`src/hw/rtl/dcm_pkg.sv`:
```
// Shared types and constants for the disc carve and measure block.
// No dependencies; every other file in hw/rtl imports this package.
package dcm_pkg;

    localparam int MAX_COLS  = 256;
    localparam int MAX_ROWS  = 256;
    localparam int DIM_W     = 9;                      // holds 0..MAX_COLS
    localparam int ADDR_W    = 16;
    localparam int MAP_DEPTH = MAX_COLS * MAX_ROWS;
    localparam int CNT_W     = 17;
    localparam int D_W       = 44;                     // signed Q27.17 offset
    localparam int CFG_IDX_W = 3;
    localparam int CFG_W     = 32;

    // Configuration register indexes
    localparam logic [CFG_IDX_W-1:0] CFG_PIX_W     = 3'd0;
    localparam logic [CFG_IDX_W-1:0] CFG_PIX_H     = 3'd1;
    localparam logic [CFG_IDX_W-1:0] CFG_INV_PIX_W = 3'd2;
    localparam logic [CFG_IDX_W-1:0] CFG_INV_PIX_H = 3'd3;
    localparam logic [CFG_IDX_W-1:0] CFG_COLS      = 3'd4;
    localparam logic [CFG_IDX_W-1:0] CFG_ROWS      = 3'd5;

    // Shared multiplier operations, setup ones in issue order
    localparam logic [3:0] MUL_NONE = 4'd0;
    localparam logic [3:0] MUL_XS   = 4'd1;
    localparam logic [3:0] MUL_XE   = 4'd2;
    localparam logic [3:0] MUL_YS   = 4'd3;
    localparam logic [3:0] MUL_YE   = 4'd4;
    localparam logic [3:0] MUL_RR   = 4'd5;
    localparam logic [3:0] MUL_BASE = 4'd6;
    localparam logic [3:0] MUL_DX   = 4'd7;
    localparam logic [3:0] MUL_DY   = 4'd8;
    localparam logic [3:0] MUL_SY   = 4'd9;

    typedef struct packed {
        logic               mode;
        logic signed [31:0] center_x;
        logic signed [31:0] center_y;
        logic [30:0]        disc_radius;
    } t_in_item;

    typedef struct packed {
        logic [CNT_W-1:0] inside_count;
        logic [CNT_W-1:0] set_count;
        logic             any_set;
    } t_out_item;

    typedef struct packed {
        logic [3:0] mul_sel;
        logic       load;
        logic       row_start;
        logic       row_next;
        logic       scan;
        logic       clear_en;
        logic       out_load;
    } t_dp_cmd;

    typedef struct packed {
        logic clear_done;
        logic box_empty;
        logic row_ok;
        logic x_last;
        logic y_last;
    } t_dp_stat;

endpackage

```
`src/hw/rtl/dcm_ctrl.sv`:
```
// Controller state machine: sequences reset clear, box setup, row and pixel scan, result handoff.
// Depends on dcm_pkg; drives dcm_dp through t_dp_cmd and reads t_dp_stat.
module dcm_ctrl (
    input  logic              i_clk,
    input  logic              i_rst_n,
    input  logic              i_in_valid,
    output logic              o_in_stall,
    output logic              o_out_valid,
    input  logic              i_out_stall,
    input  dcm_pkg::t_dp_stat i_stat,
    output dcm_pkg::t_dp_cmd  o_cmd
);
    import dcm_pkg::*;

    localparam logic [2:0] S_CLEAR  = 3'd0;
    localparam logic [2:0] S_IDLE   = 3'd1;
    localparam logic [2:0] S_SETUP  = 3'd2;
    localparam logic [2:0] S_SWAIT  = 3'd3;
    localparam logic [2:0] S_ROWCHK = 3'd4;
    localparam logic [2:0] S_SCAN   = 3'd5;
    localparam logic [2:0] S_DRAIN  = 3'd6;
    localparam logic [2:0] S_DONE   = 3'd7;

    logic [2:0] r_state, n_state;
    logic [3:0] r_step, n_step;
    logic       r_out_valid, n_out_valid;
    logic       in_acc;
    logic       out_take;

    assign o_in_stall  = (r_state != S_IDLE);
    assign o_out_valid = r_out_valid;
    assign in_acc      = i_in_valid && !o_in_stall;
    assign out_take    = r_out_valid && !i_out_stall;

    always_comb begin
        n_state = r_state;
        n_step  = r_step;
        o_cmd   = '0;
        case (r_state)
            S_CLEAR: begin
                o_cmd.clear_en = 1'b1;
                if (i_stat.clear_done) begin
                    n_state = S_IDLE;
                end
            end
            S_IDLE: begin
                if (in_acc) begin
                    o_cmd.load = 1'b1;
                    n_step     = MUL_XS;
                    n_state    = S_SETUP;
                end
            end
            S_SETUP: begin
                o_cmd.mul_sel = r_step;
                if (r_step == MUL_DY) begin
                    n_state = S_SWAIT;
                end else begin
                    n_step = r_step + 4'd1;
                end
            end
            S_SWAIT: begin
                n_state = i_stat.box_empty ? S_DONE : S_ROWCHK;
            end
            S_ROWCHK: begin
                if (i_stat.row_ok) begin
                    o_cmd.mul_sel   = MUL_SY;
                    o_cmd.row_start = 1'b1;
                    n_state         = S_SCAN;
                end else begin
                    o_cmd.row_next = 1'b1;
                    n_state        = i_stat.y_last ? S_DRAIN : S_ROWCHK;
                end
            end
            S_SCAN: begin
                o_cmd.scan = 1'b1;
                if (i_stat.x_last) begin
                    o_cmd.row_next = 1'b1;
                    n_state        = i_stat.y_last ? S_DRAIN : S_ROWCHK;
                end
            end
            S_DRAIN: begin
                n_state = S_DONE;
            end
            S_DONE: begin
                if (!r_out_valid || !i_out_stall) begin
                    o_cmd.out_load = 1'b1;
                    n_state        = S_IDLE;
                end
            end
            default: begin
                n_state = S_IDLE;
            end
        endcase
        n_out_valid = o_cmd.out_load ? 1'b1 : (out_take ? 1'b0 : r_out_valid);
    end

    always_ff @(posedge i_clk) begin
        if (!i_rst_n) begin
            r_state     <= S_CLEAR;
            r_step      <= MUL_NONE;
            r_out_valid <= 1'b0;
        end else begin
            r_state     <= n_state;
            r_step      <= n_step;
            r_out_valid <= n_out_valid;
        end
    end

endmodule

```
`config.mk`:
```
export PLATFORM = sky130hd
export DESIGN_NAME = dcm_ctrl
export DESIGN_NICKNAME = d
export VERILOG_FILES = /design/src/hw/rtl/dcm_pkg.sv /design/src/hw/rtl/dcm_ctrl.sv
export SDC_FILE = /design/constraint.sdc
export NUM_CORES = 1
export LEC_CHECK = 0
export BUFFER_PORTS_ARGS = -buffer_cell sky130_fd_sc_hd__buf_4
export CORE_UTILIZATION = 25
export DETAILED_ROUTE_END_ITERATION = 10
export PLACE_DENSITY = 0.43
export SLEW_MARGIN = 15
export SYNTH_ARGS = -nofsm -noshare
export SYNTH_HDL_FRONTEND = slang
export SYNTH_SLANG_ARGS = --single-unit
```
`constraint.sdc`:
```
create_clock -name i_clk -period 1.7 [get_ports i_clk]
set_input_delay 0.255 -clock i_clk [delete_from_list [all_inputs] [get_ports i_clk]]
set_output_delay 0.255 -clock i_clk [all_outputs]
set_load 0.02 [all_outputs]
```
==> results.cfg, run 1 <==
[global_route]
grt_pass1_vias = 520
grt_util_met1_pct = 15.44
grt_usage_pct = 12.39
antenna_found_initial = 0
grt_pass1_wl_um = 2318
grt-busiest-layer = met2
grtUsageMet2_pct = 19.56
grt_max_degree = 12
use_met3_pct = 5.455
gr-total-overflow = 0

[synth]
syn_area_per_cell_um2 = 7.913
yosys_warnings = 0
synth_commonest_cells = dfxtp_1 (8), a21oi_1 (7), inv_1 (6)
syn-num-nets = 85
async_flop_share_pct = 0
synth_cells = 74
synth-edff-count = 0
synth_top_area_share_pct = 27.35
yosysMostFrequentCell = dfxtp_1
synth_ff_type = dfxtp_1
yosysTopAreaCell = dfxtp_1
syn-cell-area_um2 = 585.6
ys_seq_elements = 8
ys_top_cells_by_area = dfxtp_1 (27%), a21oi_1 (6.0%), ha_1 (4.3%)
synth.distinct_cells = 33
yosysSeqAreaShare_pct = 27.35

[run_status]
run_status = completed

[hold_path]
hold_depth = 3
hp-class = in2reg

[route]
vias = 582
drt_iter0_markers = 10
antenna_left = 0
wl_um = 1436
drc = 0
drt_first_pass_iters = 2
wl_per_cell_um = 11.49
viasPerCell = 4.656

[sta]
hold_viol_final = 0
slew_viol_final = 0
finalSetupTns_ns = 0
rsz0062_at_grt = no
setup_viol = 0
fin_crit_ns = 1.624
tightest_slew_ns = 0.2817
slew_headroom_pct = 81.22
finalCritPeriodShare_pct = 95.55
fmax_ghz = 0.6156
finClkSkew_ns = 0.002902

[setup_path]
crit_slowest_cell = or3b_4
cp_max_fo = 8
cp-end-kind = output port
crit_cells = 3
crit_family = simple AND/OR/NAND/NOR gates
cp.arrival_ns = 1.37
worst-path-buf-inv = 1
cpPeakStageDelay_ns = 0.45
worstRegToRegCells = 5
critPathLaunchType = flop
worstPathCellList = or3b_4, nor2_8, buf_4
required_ns = 1.44
setup.worst_path.class = reg2out

[floorplanning]
start_util_pct = 26.47
die_w_um = 50.40
ioPinCount = 21
die-height_um = 50.40
dieArea_um2 = 2540
rows = 17
coreArea_um2 = 2212

[pwr]
p_per_area_nw_per_um2 = 703.1
power_uw = 567.4
ir_drop_uv = 438.6
leakagePower_nw = 0.3525

[cells_and_area]
final_nets = 110
drive_gt1_share_pct = 36.08
antenna_cells = 0
multi_input_area_um2 = 376.6
ff_latch_area_um2 = 162.7
fillers = 252
area_delta_synth_final_pct = 37.82

[clock_tree]
cts_max_path_buffers = 2
cts_buffers = 3
worstSkewPairLatency_ns = 0.26
postCtsHoldBufs = 0
cts_tree = built
clk_pin_slew_ns = 0.06
h-tree-depth = 1
cts-root-buf = clkbuf_4
clock_sinks = 8

[place]
hpwl_um = 1117
portBuffers = 20
gp_congestion = 0.7448

[flow_run]
max_cap_violations = 0
## timing repair
| item | in CTS | in global routing |
|---|---|---|
| buffers inserted | 0 | 0 |
| resized for setup | 1 | 1 |
| endpoints found under the setup margin | 1 | 2 |
## through the flow
stage | worst slack [ns] | utilization (%) | cell area (um^2) | cells | hold slack [ns]
2_1_floorplan | 0.2438 | - | 585.6 | 74 | 0.3816
3_5_place_dp | 0.2627 | 35.35 | 782.0 | 122 | 0.4946
3_3_place_gp | 0.2890 | 35.35 | 782.0 | 122 | 0.4956
4_1_cts | 0.07340 | 36.43 | 805.8 | 125 | 0.2538
5_1_grt | 0.01092 | 36.48 | 807.0 | 125 | 0.2598
6_report | 0.07567 | 36.48 | 807.0 | 125 | 0.2571
## cells by family (layout without fill, tap and decap cells)
logic type / Yosys count / after routing / synth area share [%]
AND/OR/NAND/NOR: 33 / 33 / 36.75
AO/OA/AOI/OAI: 18 / 18 / 20.30
buffers and inverters: 11 / 34 / 8.332
flip-flops: 8 / 8 / 27.35
adder cells (fa/ha/maj): 2 / 2 / 4.273
XOR/XNOR: 2 / 2 / 2.992
## power by group
part           leakage, nW  internal [mW]  switching, mW  total (mW)
Sequential          0.0657          0.200         0.0157       0.215
Clock               0.0138         0.0813         0.0721       0.153
Combinational        0.273         0.0938          0.105       0.199
Total                0.353          0.375          0.193       0.567
## tightest hold or removal path: cells and delay by family
kind                   cells  cell delay (ns)
AO/OA/AOI/OAI              2             0.12
buffers and inverters      1             0.10
## metal layers
metal / vias up / share of wire (%)
li1: 308 / -
met1: 260 / 49
met2: 12 / 46
met3: 2 / 4.4
met4: 0 / 0.70
met5: - / 0
## path summary, 6_finish.rpt
path          startpoint     endpoint  slack [ns]
max           r_state[0]     o_cmd[5]        0.08
min              i_rst_n   r_state[1]        0.26
max reg2reg   r_state[0]   r_state[0]        0.35
min reg2reg  o_out_valid  o_out_valid        0.50
## final cells by class
type                       count  share of cell area, %
clock buffer                   3                  2.791
inverter                       6                  2.791
multi-input combinational     55                  46.67
sequential                     8                  20.16
tap                           28                  4.341
timing repair buffer          25                  23.26
## cell usage in the layout (no fill, tap or decap), types with 3 or more instances in the layout
cell type and n:
buf_4 25, a21oi_1 7, inv_1 6, dfxtp_1 6
nor2_1 5, nand3_1 4, o21ai_1 4, nor2b_1 3
nand2_1 3, and2_1 3, clkbuf_4 3
## state kept, by name, summed over array words and instances, names as in the netlist
name / cells
r_step: 4
r_state: 3
o_out_valid: 1
Note: power is estimated with default switching activity, not from simulation.
==> inputs of run 2 (changes only) <==
--- a/config.mk
+++ b/config.mk
@@ -8,7 +8,8 @@
 export BUFFER_PORTS_ARGS = -buffer_cell sky130_fd_sc_hd__buf_4
 export CORE_UTILIZATION = 25
 export DETAILED_ROUTE_END_ITERATION = 10
-export PLACE_DENSITY = 0.43
+export PLACE_DENSITY = 0.45
+export SETUP_SLACK_MARGIN = 0.02
 export SLEW_MARGIN = 15
 export SYNTH_ARGS = -nofsm -noshare
 export SYNTH_HDL_FRONTEND = slang
==> constraint.sdc (replaced) <==
create_clock -name i_clk -period 1.4 [get_ports i_clk]
set_input_delay 0.21 -clock i_clk [delete_from_list [all_inputs] [get_ports i_clk]]
set_output_delay 0.21 -clock i_clk [all_outputs]
set_load 0.02 [all_outputs]
==> run 2 against run 1 <==
  * The run now ends with setup timing left
  * Sequential cell count unchanged
  * Total power increased by 40%
  * Design area increased by 27%
  * Register-to-register slack got worse by 0.28 ns
  * Worst setup slack got worse by 0.17 ns
  * Routed wire length increased by 15%
  * Cell count increased by 10%
==> results.cfg, run 2 (same netlist as run 1, synthesis figures left out) <==
[cells_and_area]
fillers = 217
drive_gt1_share_pct = 56.36
multi_input_area_um2 = 452.9
layout_common_cells = buf_4 (29), buf_6 (9), inv_1 (5), dfxtp_1 (5)
antenna_cells = 0
largest_reg_flops = 4
top_register = r_step
ff_latch_area_um2 = 171.4
final_common_cell = buf_4
area_delta_synth_final_pct = 74.79
final_nets = 123

[sta]
fin_crit_ns = 1.496
fmax_ghz = 0.6685
finClkSkew_ns = 0.0004934
finalSetupTns_ns = -0.2421
slew_headroom_pct = 77.67
setup_viol = 9
tightest_slew_ns = 0.3319
hold_viol_final = 0
rsz0062_at_grt = yes
finalCritPeriodShare_pct = 106.8
setup_slack_ns = -0.09578
slew_viol_final = 0

[setup_path]
worstRegToRegCells = 6
setup.worst_path.class = reg2out
cpPeakStageDelay_ns = 0.43
r2r_end = r_state[0]
cp.arrival_ns = 1.29
worst-path-buf-inv = 1
crit_slowest_cell = or3b_4
regToRegSetupSlack_ns = 0.07
cp-end-kind = output port
required_ns = 1.19
reg2reg_from = r_state[0]
critPathLaunchType = flop
worstPathCellList = or3b_4, nor2_8, buf_6
crit_family = simple AND/OR/NAND/NOR gates
cp_max_fo = 5

[hold_path]
hold_depth = 3
holdPathEnd = r_state[1]
hold_start = i_rst_n
hp-class = in2reg

[clock_tree]
worstSkewPairLatency_ns = 0.25
cts-root-buf = clkbuf_4
clock_sinks = 8
cts_max_path_buffers = 2
cts_tree = built
cts_buffers = 3
clk_pin_slew_ns = 0.05
h-tree-depth = 1
postCtsHoldBufs = 0

[route]
wirelength_met1_um = 684
drt_iter0_markers = 7
wl_per_cell_um = 11.97
antenna_left = 0
drt_first_pass_iters = 2
met3_length_um = 86
routed.top_layer = met4
wl_met2_um = 859
drc = 0
vias = 659
wl_um = 1652
viasPerCell = 4.775

[floorplanning]
ioPinCount = 21
die_w_um = 50.40
coreArea_um2 = 2212
die-height_um = 50.40
start_util_pct = 26.47
dieArea_um2 = 2540
rows = 17

[pwr]
power_uw = 794.2
ir_drop_uv = 495.1
leakagePower_nw = 0.4413
p_per_area_nw_per_um2 = 776.0

[flow_run]
max_cap_violations = 0

[global_route]
grt_max_degree = 12
grt_pass1_wl_um = 2601
gr-total-overflow = 0
grt_usage_pct = 14.10
antenna_found_initial = 0
grt_pass1_vias = 598

[place]
gp_congestion = 0.7788
portBuffers = 20
pre_cts_ws_ns = 0.05473
hpwl_um = 1159

[run_status]
failed_checks = setup timing
run_status = finished, violations left
run 2: cell count changes in the layout (fill, tap and decap cells not counted), moves of 2 or more:
| cell | delta |
|---|---|
| dfxtp_4 | +3 |
| a21oi_1 | -4 |
| dfxtp_2 | -2 |
| buf_6 | +9 |
| buf_4 | +4 |
| a21oi_2 | +4 |
| nor3b_1 | -2 |
run 2: how the worst max path moves through the flow:
stage | cells past startpoint | end | from | slack, ns
6_report | 3 | o_cmd[5] | r_state[0] | -0.1
5_1_grt | 3 | o_cmd[5] | r_state[0] | -0.13
4_1_cts | 3 | o_cmd[5] | r_state[2] | -0.1
3_5_place_dp | 3 | o_cmd[5] | r_state[0] | 0.05
3_3_place_gp | 3 | o_cmd[5] | r_state[0] | 0.07
2_1_floorplan | 4 | o_cmd[0] | r_state[1] | 0.06
run 2: final cells by class:
cell class	count	area share, %
Timing Repair Buffer	38	31.17
Tap cell	28	3.423
Sequential cell	8	16.75
Clock buffer	3	2.200
Multi-Input combinational cell	55	44.25
Inverter	6	2.200
run 2: per-stage QoR:
| step | instances | hold slack (ns) | area (um^2) | utilization, % |
|---|---|---|---|---|
| floorplan | 74 | 0.3366 | 595.6 | - |
| global placement | 127 | 0.4730 | 829.5 | 37.50 |
| detailed placement | 127 | 0.4686 | 829.5 | 37.50 |
| CTS | 134 | 0.2033 | 929.6 | 42.02 |
| global route | 138 | 0.1927 | 1023 | 46.27 |
| finish | 138 | 0.2051 | 1023 | 46.27 |
run 2: worst reg2reg max path, stage by stage, from the launching register on:
cell and delay [ns]:
dfxtp_4 0.36, buf_4 0.14, buf_4 0.13, inv_2 0.09
or3_1 0.13, nand3_1 0.08, a2111oi_2 0.29
run 2: what timing repair did:
item | 4_1_cts | 5_1_grt
resized for setup | 15 | 16
buffers inserted | 4 | 4
setup endpoints to repair | 11 | 13
pin swaps | 1 | 6
run 2: power by group:
| part | switching [mW] | internal [mW] | leakage, nW |
|---|---|---|---|
| Combinational | 0.176 | 0.184 | 0.360 |
| Clock | 0.0794 | 0.0982 | 0.0138 |
| Sequential | 0.0147 | 0.242 | 0.0671 |
run 2: metal layers:
| metal | GRT usage, % | up-vias |
|---|---|---|
| li1 | - | 336 |
| met1 | 16.15 | 303 |
| met2 | 22.44 | 16 |
| met3 | 6.970 | 4 |
| met4 | 5.093 | 0 |
| met5 | 0 | - |
==> inputs of run 3 (changes only) <==
--- a/config.mk
+++ b/config.mk
@@ -8,7 +8,7 @@
 export BUFFER_PORTS_ARGS = -buffer_cell sky130_fd_sc_hd__buf_4
 export CORE_UTILIZATION = 25
 export DETAILED_ROUTE_END_ITERATION = 10
-export PLACE_DENSITY = 0.45
+export PLACE_DENSITY = 0.43
 export SETUP_SLACK_MARGIN = 0.02
 export SLEW_MARGIN = 15
 export SYNTH_ARGS = -nofsm -noshare
==> constraint.sdc (replaced) <==
create_clock -name i_clk -period 1.6 [get_ports i_clk]
set_input_delay 0.24 -clock i_clk [delete_from_list [all_inputs] [get_ports i_clk]]
set_output_delay 0.24 -clock i_clk [all_outputs]
set_load 0.02 [all_outputs]
==> run 3 against run 2 <==
  * The flow now finishes without violations
  * Sequential power decreased by 11%
  * Design area decreased by 17%
  * Total power decreased by 23%
  * Sequential share of layout area increased by 3.1 points
  * Critical path type unchanged
  * Critical endpoint unchanged
==> results.cfg, run 3 (same netlist as run 1, synthesis figures left out) <==
[route]
antenna_left = 0
viasPerCell = 4.713
vias = 608
wl_um = 1421
drt_iter0_markers = 14
drc = 0
drt_first_pass_iters = 4
wl_per_cell_um = 11.02

[setup_path]
setup.worst_path.class = reg2out
cp-end-kind = output port
critPathLaunchType = flop
cp_max_fo = 7
regToRegSetupSlack_ns = 0.25
cp.arrival_ns = 1.30
required_ns = 1.36

[cells_and_area]
drive_gt1_share_pct = 40.59
largest_reg_flops = 4
final_area_um2 = 850.8
fillers = 247
final_nets = 114
top_register = r_step
area_delta_synth_final_pct = 45.30
layout_common_cells = buf_4 (26), a21oi_1 (7), inv_1 (6)
antenna_cells = 0
final_common_cell = buf_4

[run_status]
run_status = completed

[place]
gp_congestion = 0.7595
dpl_cell_area_um2 = 782.0
pre_cts_ws_ns = 0.1441
portBuffers = 20
hpwl_um = 1083

[sta]
finalSetupTns_ns = 0
setup_viol = 0
tightest_slew_ns = 0.3050
fin_crit_ns = 1.544
slew_viol_final = 0
finalCritPeriodShare_pct = 96.49
hold_viol_final = 0
slew_headroom_pct = 79.61
rsz0062_at_grt = yes
fmax_ghz = 0.6477
finClkSkew_ns = 0.001117
setup_slack_ns = 0.05615

[clock_tree]
cts_tree = built
cts_max_path_buffers = 2
clk_pin_slew_ns = 0.06
worstSkewPairLatency_ns = 0.25
clock_sinks = 8
cts_buffers = 3
cts-root-buf = clkbuf_4
h-tree-depth = 1

[floorplanning]
die_w_um = 50.40
start_util_pct = 26.47
ioPinCount = 21
die-height_um = 50.40
coreArea_um2 = 2212
dieArea_um2 = 2540
rows = 17

[global_route]
antenna_found_initial = 0
gr-total-overflow = 0
grt_usage_pct = 12.16
grt_pass1_wl_um = 2332
grt_max_degree = 15
grt_pass1_vias = 552

[pwr]
leakagePower_nw = 0.3761
ir_drop_uv = 452.1
power_uw = 610.6
p_per_area_nw_per_um2 = 717.7

[flow_run]
max_cap_violations = 0

[hold_path]
hp-class = in2reg
-- run 3: changes by cell type in the layout (fill, tap and decap cells not counted), moves of 2 or more --
cell | before | now
a21oi_1 | 3 | 7
a21oi_2 | 4 | 0
buf_4 | 29 | 26
buf_6 | 9 | 2
nor3b_1 | 0 | 2
-- run 3: worst paths after layout --
check	end	startpoint	cells after the start
setup / recovery	o_cmd[5]	r_state[2]	3
hold / removal	r_step[1]	i_rst_n	3
setup reg to reg	r_state[0]	r_step[1]	5
hold reg to reg	o_out_valid	o_out_valid	2
-- run 3: routing by layer --
metal	track usage [%]	routed length, um	up-vias	part of all wire, %
li1	-	-	317	-
met1	14.75	652	275	46
met2	19.56	696	16	49
met3	4.545	71	0	5.0
met4	4.167	0	0	0
met5	0	0	-	0
-- run 3: report_power, final --
| group | leakage, nW | internal [mW] | switching [mW] |
|---|---|---|---|
| Sequential | 0.0668 | 0.212 | 0.0150 |
| Clock | 0.0138 | 0.0861 | 0.0717 |
| Combinational | 0.296 | 0.111 | 0.114 |
| Total | 0.376 | 0.410 | 0.201 |
-- run 3: final cells by class --
| cell class | instances | area, um^2 | area share [%] |
|---|---|---|---|
| Multi-Input combinational cell | 55 | 379.1 | 44.56 |
| Timing Repair Buffer | 29 | 222.7 | 26.18 |
| Sequential cell | 8 | 168.9 | 19.85 |
| Tap cell | 28 | 35.03 | 4.118 |
| Clock buffer | 3 | 22.52 | 2.647 |
| Inverter | 6 | 22.52 | 2.647 |
-- run 3: critical path, cell delays in order, from the launching register on --
cell	delay [ns]
dfxtp_4	0.37
or3b_4	0.44
nor2_8	0.12
buf_6	0.12
-- run 3: repair_timing --
action                                  4_1_cts  5_1_grt
gates cloned                                  0        0
hold buffers                                  0        0
endpoints found under the setup margin        9        8
buffers inserted                              0        4
pin swaps                                     0        2
resized for setup                             2        6
-- run 3: stage by stage --
stage               hold WS (ns)  util (%)  cells
detailed placement        0.4950     35.35    122
global route              0.2489     38.46    129
floorplan                 0.3666         -     74
finish                    0.2457     38.46    129
CTS                       0.2415     36.48    125
global placement          0.4894     35.35    122
